$ cat config.mk
export PLATFORM = sky130hd
export DESIGN_NAME = stpq_fifo
export DESIGN_NICKNAME = d
export VERILOG_FILES = /design/src/design/stpq_fifo.sv
export SDC_FILE = /design/constraint.sdc
export NUM_CORES = 1
export LEC_CHECK = 0
export ABC_AREA = 1
export ABC_CLOCK_PERIOD_IN_PS = 1800
export BUFFER_PORTS_ARGS = -buffer_cell sky130_fd_sc_hd__buf_2
export CORE_AREA = 3 3 40 42
export CTS_CLUSTER_DIAMETER = 120
export DETAILED_ROUTE_END_ITERATION = 10
export DIE_AREA = 0 0 43 45
export GPL_ROUTABILITY_DRIVEN = 1
export PLACE_DENSITY = 0.42
export RECOVER_POWER = 25
export SETUP_SLACK_MARGIN = 0.05
export SLEW_MARGIN = 15
export SYNTH_ARGS = -nofsm -noshare
export SYNTH_HDL_FRONTEND = slang
export SYNTH_SLANG_ARGS = --single-unit
$ cat constraint.sdc
create_clock -name clk_i -period 1.8 [get_ports clk_i]
set_clock_uncertainty 0.1 [all_clocks]
set_input_delay 0.36 -clock clk_i [delete_from_list [all_inputs] [get_ports clk_i]]
set_output_delay 0.36 -clock clk_i [all_outputs]
set_load 0.005 [all_outputs]
$ cat src/design/stpq_fifo.sv
// Small register FIFO that decouples the command side and the result side.
// Depends on nothing but its type parameter.
module stpq_fifo #(
  parameter type T = logic,
  parameter int DEPTH = 2
) (
  input  logic clk_i,
  input  logic rst_ni,
  input  logic push_i,
  input  T     data_i,
  output logic full_o,
  input  logic pop_i,
  output T     data_o,
  output logic empty_o
);

  localparam int AW = (DEPTH > 1) ? $clog2(DEPTH) : 1;
  localparam int CW = $clog2(DEPTH + 1);

  T              mem_q [DEPTH];
  logic [AW-1:0] wr_q, wr_d, rd_q, rd_d;
  logic [CW-1:0] cnt_q, cnt_d;
  logic          do_push, do_pop;

  assign full_o  = (cnt_q == CW'(DEPTH));
  assign empty_o = (cnt_q == '0);
  assign data_o  = mem_q[rd_q];
  assign do_push = push_i && !full_o;
  assign do_pop  = pop_i && !empty_o;

  always_comb begin
    wr_d  = wr_q;
    rd_d  = rd_q;
    cnt_d = cnt_q;
    if (do_push) begin
      wr_d = (wr_q == AW'(DEPTH - 1)) ? '0 : wr_q + AW'(1);
    end
    if (do_pop) begin
      rd_d = (rd_q == AW'(DEPTH - 1)) ? '0 : rd_q + AW'(1);
    end
    if (do_push && !do_pop) begin
      cnt_d = cnt_q + CW'(1);
    end else if (do_pop && !do_push) begin
      cnt_d = cnt_q - CW'(1);
    end
  end

  always_ff @(posedge clk_i or negedge rst_ni) begin
    if (!rst_ni) begin
      wr_q  <= '0;
      rd_q  <= '0;
      cnt_q <= '0;
    end else begin
      wr_q  <= wr_d;
      rd_q  <= rd_d;
      cnt_q <= cnt_d;
    end
  end

  always_ff @(posedge clk_i) begin
    if (do_push) begin
      mem_q[wr_q] <= data_i;
    end
  end

endmodule

Word level (Yosys, flattened, before mapping)
Memories as Yosys holds them, arrays and structs flattened.
Cells that the tools add are included.
{"block": "totals", "register_bits": 4, "mem_bits_rw": 2, "inputBits": 5, "mem_count": 1}
{"name": "mem_q", "depth": 2, "width": 1, "rd": 1, "rd_clocked_by_memory_dff": 0, "wr": 1, "line_no": "20", "rtl": "T mem_q [DEPTH];"}
{"block": "classes", "add_sub_neg": 4, "eq_ne": 1, "mux": 6, "n_reduce_logical": 10}
{"op": "1-bit logical AND", "count": 4}
{"op": "1-bit logical NOT", "count": 4}
{"op": "1-bit two-way mux", "count": 4}
{"op": "2-bit two-way mux", "count": 2}
{"op": "1-bit adder (second input constant)", "count": 2}
{"op": "2-bit by 1-bit adder with 2-bit output (second input constant)", "count": 1}
{"op": "2-bit == test (second input constant)", "count": 1}
{"op": "2-bit logical NOT", "count": 1}
{"op": "2-bit nonzero test", "count": 1}
{"op": "2-bit by 1-bit subtractor with 2-bit output (second input constant)", "count": 1}

Logic depth before layout (Yosys ltp)
Gate-level depths: netlist of the first run.
{"block": "depth", "depth_word": 7, "depth_mapped": 9, "mapped_depth_nobuf": 9}

Least setup slack after synthesis of the first run
Ideal clock, no wire load.
{"block": "synth_timing", "path_kind": "register to register", "from": "reg cnt_q[0]", "to": "reg cnt_q[1]", "setup_time_ns": 0.117, "arrival_ns": 1.150, "path_slack_ns": 0.433, "path_stages_with_launch": 8, "n_path_buf": 0, "path_cell_list": "dfrtp_1 nor2_2 nor2_2 ha_1 inv_1 nand3_1 nand2_1 nand2_1"}
{"block": "synth_between", "elab_chain_len": 6}
{"element": "from (decl)", "line_no": "22", "rtl": "logic [CW-1:0] cnt_q, cnt_d;"}
{"element": "from (signal assigned)", "line_no": "56", "rtl": "cnt_q <= cnt_d;"}
{"element": "2-bit == test (*)", "line_no": "25", "rtl": "assign full_o = (cnt_q == CW'(DEPTH));"}
{"element": "net full_o", "line_no": "11", "rtl": "output logic full_o,"}
{"element": "1-bit logical NOT (*)", "line_no": "28", "rtl": "assign do_push = push_i && !full_o;"}
{"element": "1-bit logical AND (*)", "line_no": "28"}
{"element": "1-bit logical NOT", "line_no": "43", "rtl": "end else if (do_pop && !do_push) begin"}
{"element": "1-bit logical AND", "line_no": "43"}
{"element": "2-bit nonzero test (no source line)"}
Mark *: on every way through the listed nets, which the timed path passes. The rest lies on a longest branch. The select of a mux whose other input is x is not followed.
A chain may end at the register's enable or synchronous reset.

Worst setup path in the final report of the first run
{"block": "layout_timing", "from": "reg cnt_q[0]", "to": "reg cnt_q[1]"}
{"block": "layout_between", "elab_chain_len": 6}
{"element": "2-bit == test / 2-bit logical NOT (equally long branches)", "line_no": "25, 26"}
{"element": "1-bit logical NOT (on tied branches)", "line_no": "28, 29"}
{"element": "1-bit logical AND (on tied branches)", "line_no": "28, 29"}
{"element": "1-bit logical NOT (on tied branches)", "line_no": "43, 41"}
{"element": "1-bit logical AND (on tied branches)", "line_no": "43, 41"}
{"element": "2-bit nonzero test (no source line) / 2-bit two-way mux (equally long branches)"}
Parallel ways exist; a longest one is shown, timed or not. The select of a mux whose other input is x is not followed.

==> results.json, run 1 <==
{
  "crit_slowest_cell": "dfrtp_1",
  "root_buffer": "clkbuf_4",
  "grt_max_degree": 8,
  "period_minus_slack_ps": 1540,
  "ys_seq_area_share_pct": 52.5,
  "cts_inserted_buffers": 3,
  "io-pin-count": 8,
  "finalSetupViolCount": 0,
  "dp_hpwl_microns": 429,
  "antenna_cells": 0,
  "nets": 56,
  "antenna_found_initial": 0,
  "peakVddDrop_v": 0.000563,
  "path_common_cell": "nand2_1",
  "start_util_pct": 23.8,
  "drtIter0Drc": 1,
  "dp_cells": 59,
  "setup_tns_ps": 0,
  "syn-mean-instance-area_sq_um": 8.25,
  "portBuffers": 7,
  "rsz0062_at_grt": "no",
  "drv_slew": 0,
  "fmax_ghz": 0.651,
  "die_h_microns": 45,
  "drcViolationCount": 0,
  "synth_cells": 37,
  "ys_seq_elements": 6,
  "hp-class": "in -> reg",
  "grtUsageTotal_pct": 5.80,
  "p_per_area_mw_per_mm2": 1590,
  "wl_per_cell_microns": 8.19,
  "cp-start-kind": "flop",
  "slowest_delay_ps": 460,
  "die_w_microns": 43,
  "grt_overflow": 0,
  "cts_buffer_depth": 2,
  "critPathKind": "reg -> reg",
  "clock-sinks": 6,
  "n_fill_cell": 142,
  "required_ps": 1820,
  "clk_pin_slew_ps": 40,
  "worst_slew_pin_slew_ps": 286,
  "clock_latency_ps": 230,
  "maxSlewHeadroom_pct": 80.8,
  "finalNonFillerCells": 63,
  "yosys_warnings": 0,
  "worstPathArrival_ps": 1560,
  "outcome": "completed",
  "drive_above_1_share_pct": 22.9,
  "worst-path-max-fanout": 7,
  "hold_viol": 0,
  "period_share_pct": 85.3,
  "gp_congestion": 0.705,
  "drv_cap": 0,
  "end_kind": "flop",
  "grt_pass1_wl_microns": 862,
  "yosysUniqueCellTypes": 12,
  "die-area_sq_mm": 0.00194,
  "grt_pass1_vias": 229,
  "netlist_area_sq_um": 305,
  "ant_nets": 0,
  "vias": 248,
  "crit_chain": "o21ai_0 > ha_1 > inv_1 > nand3_1 > nand2_1 > nand2_1",
  "synth_nets": 43,
  "htreeDepth": 1,
  "first_pass_iters": 4,
  "std_cell_rows": 13,
  "tritoncts": "built",
  "post_drt_via_cell_ratio": 3.94,
  "wirelength_microns": 516,
  "syn2layout_area_growth_pct": 27.9,
  "leakagePower_uw": 0.000212,
  "core_region_area_sq_mm": 0.00128
}
## where the power goes
part | total [uW] | internal (uW) | switching, uW
Sequential | 253 | 202 | 50.8
Clock | 118 | 75.1 | 43.1
Combinational | 251 | 113 | 138
## registers in the layout (all words and copies together), names as in the netlist
register	cells
cnt_q	2
mem_q	2
rd_q	1
wr_q	1
## final timing paths
kind / from / end / slack [ps] / cells after the start
worst max-delay path: cnt_q[0] / cnt_q[1] / 260 / 6
worst min-delay path: data_i / mem_q[1] / 210 / 1
worst max register to register: cnt_q[0] / cnt_q[1] / 260 / 6
worst min register to register: wr_q / wr_q / 380 / 2
max in group asynchronous: rst_ni / rd_q / 1030 / 2
min in group asynchronous: rst_ni / cnt_q[0] / 390 / 2
## per-layer routing
metal / global-route usage [%] / part of all wire (%) / vias to the layer above
met3: 2.39 / 8.3 / 0
met1: 8.19 / 54 / 101
met5: 0 / 0 / -
met2: 8.98 / 38 / 7
li1: - / - / 140
met4: 0 / 0 / 0
## placed cells by master (no fill, tap or decap)
cell type	count
dlygate4sd3_1	1
nand3b_1	1
xnor2_1	1
o21ai_0	2
nor2_2	2
clkbuf_4	3
buf_2	6
ha_1	1
clkbuf_1	1
nand3_1	1
nand2_1	12
nand4_1	1
inv_1	8
dfrtp_1	4
nor2_1	2
edfxtp_1	2
## stage by stage
step	hold slack, ps	setup WS [ps]	util, %	cell area (sq um)	power [uW]
2_1_floorplan	-35.6	433	-	305	429
3_3_place_gp	74.2	262	27.9	359	507
3_5_place_dp	71.7	265	27.9	359	508
4_1_cts	206	253	30.5	392	634
5_1_grt	206	135	30.4	390	691
6_report	214	265	30.4	390	622
## layout make-up
class	count	area, sq um	share of cell area [%]
Inverter	8	30.0	7.69
Tap cell	15	18.8	4.81
Clock buffer	3	22.5	5.77
Timing Repair Buffer	8	43.8	11.2
Multi-Input combinational cell	23	115	29.5
Sequential cell	6	160	41.0
## worst max-delay path: cells and delay by family (launching register included)
kind            cells  cell delay [ps]
flops               1              460
buf+inv             1               80
fa+ha+maj           1              310
compound gates      1              290
simple gates        3              190
## synth_stat cells, drive strengths merged
| master | instances | share of area, % |
|---|---|---|
| o21ai | 2 | 3.3 |
| xnor2 | 1 | 2.9 |
| inv | 8 | 9.8 |
| edfxtp | 2 | 20 |
| nor2 | 4 | 6.6 |
| nand4 | 1 | 2.1 |
| nand3 | 1 | 1.6 |
| nand2 | 12 | 15 |
| dfrtp | 4 | 33 |
| nand3b | 1 | 2.5 |
| ha | 1 | 4.1 |
## cells by family after synthesis
logic type	share of synthesized area, %
adders and majority gates	4.10
DFF	52.5
xor gates and xnor gates	2.87
and+or+nand+nor	27.5
AOI/OAI and AO/OA	3.28
buffers and inverters	9.84
## what timing repair did
action,4_1_cts,5_1_grt
hold buffers,1,0
resized for setup,0,0
hold endpoints to repair,4,0
setup endpoints to repair,0,0
setup buffers,0,0
(Power assumes the default switching activity.)
==> run 2, diff against run 1 <==
Settings changed: ABC_CLOCK_PERIOD_IN_PS 1800 to 1400, MAX_ROUTING_LAYER from default to met4, PLACE_DENSITY 0.42 to 0.44.
Clock period 1.8 ns to 1.4 ns, I/O delays scaled along.
==> run 2 against run 1 <==
  * Combinational power up 98%
  * Cell count grew 7.9%
  * Hold slack worse by 87 ps
  * Sequential cell count stayed put
  * Critical path depth shrank 3
  * Power is 63% higher
  * Via count up 13%
  * Clock power is 48% higher
  * Die area unchanged
  * Non-clock buffer count is 4 higher
==> results.json, run 2 (synthesized netlist as in run 1, its figures left out) <==
{
  "drv_cap": 0,
  "dp_hpwl_microns": 440,
  "period_minus_slack_ps": 1400,
  "start_util_pct": 23.8,
  "drtIter0Drc": 3,
  "outcome": "completed",
  "p_sw_share_pct": 37.8,
  "dp_cells": 62,
  "p_per_area_mw_per_mm2": 2190,
  "intPower_uw": 633,
  "antenna_cells": 0,
  "critPathKind": "reg -> out",
  "post_drt_via_cell_ratio": 4.12,
  "dpl_cell_area_sq_um": 382,
  "p_comb_share_pct": 48.8,
  "reg2reg_from": "cnt_q[1]",
  "htreeDepth": 1,
  "peakVddDrop_v": 0.000840,
  "layout_commonest_cell": "nand2_1",
  "worst_slew_pin_slew_ps": 271,
  "worstRegToRegCells": 6,
  "min_from": "data_i",
  "finalNonFillerCells": 68,
  "wirelength_microns": 630,
  "cts_inserted_buffers": 3,
  "wl_per_cell_microns": 9.26,
  "grt_use_met3_pct": 3.98,
  "std_cell_rows": 13,
  "drive_above_1_share_pct": 39.6,
  "clock-sinks": 6,
  "final_cell_mix": "12 x nand2_1, 7 x inv_1, 6 x buf_2",
  "syn2layout_area_growth_pct": 52.0,
  "cts_buffer_depth": 2,
  "grt_pass1_wl_microns": 966,
  "drcViolationCount": 0,
  "ant_nets": 0,
  "clock_latency_ps": 240,
  "end_kind": "output pin",
  "p_sw_uw": 384,
  "antenna_found_initial": 0,
  "grt_max_degree": 6,
  "worst-path-max-fanout": 5,
  "rsz0062_at_grt": "yes",
  "busiest_layer": "met2",
  "grt_use_met2_pct": 10.8,
  "worstPathArrival_ps": 1020,
  "root_buffer": "clkbuf_4",
  "leakagePower_uw": 0.000235,
  "n_fill_cell": 134,
  "hold_viol": 0,
  "clk_pin_slew_ps": 50,
  "grt_overflow": 0,
  "required_ps": 1020,
  "die_h_microns": 45,
  "reg.largest.list": "cnt_q (2), mem_q (2)",
  "period_share_pct": 99.8,
  "portBuffers": 7,
  "final_area_sq_um": 464,
  "first_pass_iters": 2,
  "tritoncts": "built",
  "crit_slowest_cell": "dfrtp_2",
  "io-pin-count": 8,
  "path_buf_inv": 2,
  "fmax_ghz": 0.716,
  "reg2reg_setup_slack_ps": 50,
  "grt_pass1_vias": 259,
  "grtUsageMet1_pct": 7.86,
  "drv_slew": 0,
  "slowest_delay_ps": 450,
  "cp-start-kind": "flop",
  "crit_chain": "buf_6 > nor2_4 > buf_2",
  "maxSlewHeadroom_pct": 81.8,
  "nets": 60,
  "core_region_area_sq_mm": 0.00128,
  "die-area_sq_mm": 0.00194,
  "grtUsageTotal_pct": 7.25,
  "die_w_microns": 43,
  "whs_path_depth": 1,
  "finalSetupViolCount": 0,
  "vias": 280,
  "cp-startpoint": "cnt_q[0]",
  "gp_congestion": 0.701,
  "worstReg2RegEnd": "cnt_q[1]",
  "clkPwrFrac_pct": 17.2,
  "hp-class": "in -> reg",
  "whs_endpoint": "mem_q[0]",
  "cpLargestDelayFamily": "flip-flops",
  "seq_power_share_pct": 34.0
}
[run 2: cell count changes in the layout (fill, tap and decap cells not counted), sizes merged]
cell / delta
clkbuf: +1
buf: +4
[run 2: layout make-up]
type	instances	area, sq um	share of cell area, %
multi-input combinational	23	149	32.1
inverter	8	30.0	6.47
clock buffer	4	26.3	5.66
timing repair buffer	12	77.6	16.7
sequential	6	163	35.0
tap	15	18.8	4.04
[run 2: what timing repair did]
action / 4_1_cts / 5_1_grt
pin swaps: 1 / 0
setup buffers: 0 / 1
setup endpoints to repair: 2 / 5
hold buffers: 1 / 0
gates resized for setup: 3 / 6
endpoints found under the hold margin: 4 / 0
[run 2: worst register-to-register path: cells and delay by family, from the launching register on]
kind                       cells  cell delay (ps)
DFF                            1              440
adders and majority gates      1              240
AOI/OAI and AO/OA              1              230
and+or+nand+nor                3              160
buffers and inverters          1               70
[run 2: metrics by stage]
stage | utilization [%] | hold slack (ps) | setup TNS (ps) | power [uW] | setup WS (ps)
final | 36.1 | 126 | 0 | 1020 | 2.94
after detailed placement | 29.7 | -8.90 | 0 | 720 | 13.9
after global placement | 29.7 | -6.55 | 0 | 723 | 15.6
after global routing | 36.1 | 114 | -85.0 | 1120 | -50.6
after floorplan | - | -116 | 0 | 558 | 52.6
after CTS | 33.1 | 119 | 0 | 927 | 3.72
[run 2: power by group through the flow]
stage	clock network, uW	registers, uW	logic, uW
detailed placement	0	321	399
global placement	0	323	400
CTS	182	327	418
floorplan	0	316	242
global route	200	357	565
finish	175	346	496
[run 2: how the worst max path moves through the flow]
stage	end	depth (start not counted)	slack, ps
after floorplan	cnt_q[1]	7	50
after global placement	cnt_q[1]	8	20
after detailed placement	cnt_q[1]	6	10
after CTS	cnt_q[1]	6	4
after global routing	empty_o	3	-50
final	empty_o	3	3
[run 2: routing by layer]
metal,up-vias,wire [microns]
met3,0,26
met5,-,0
li1,145,-
met1,129,264
met2,6,339
met4,0,0
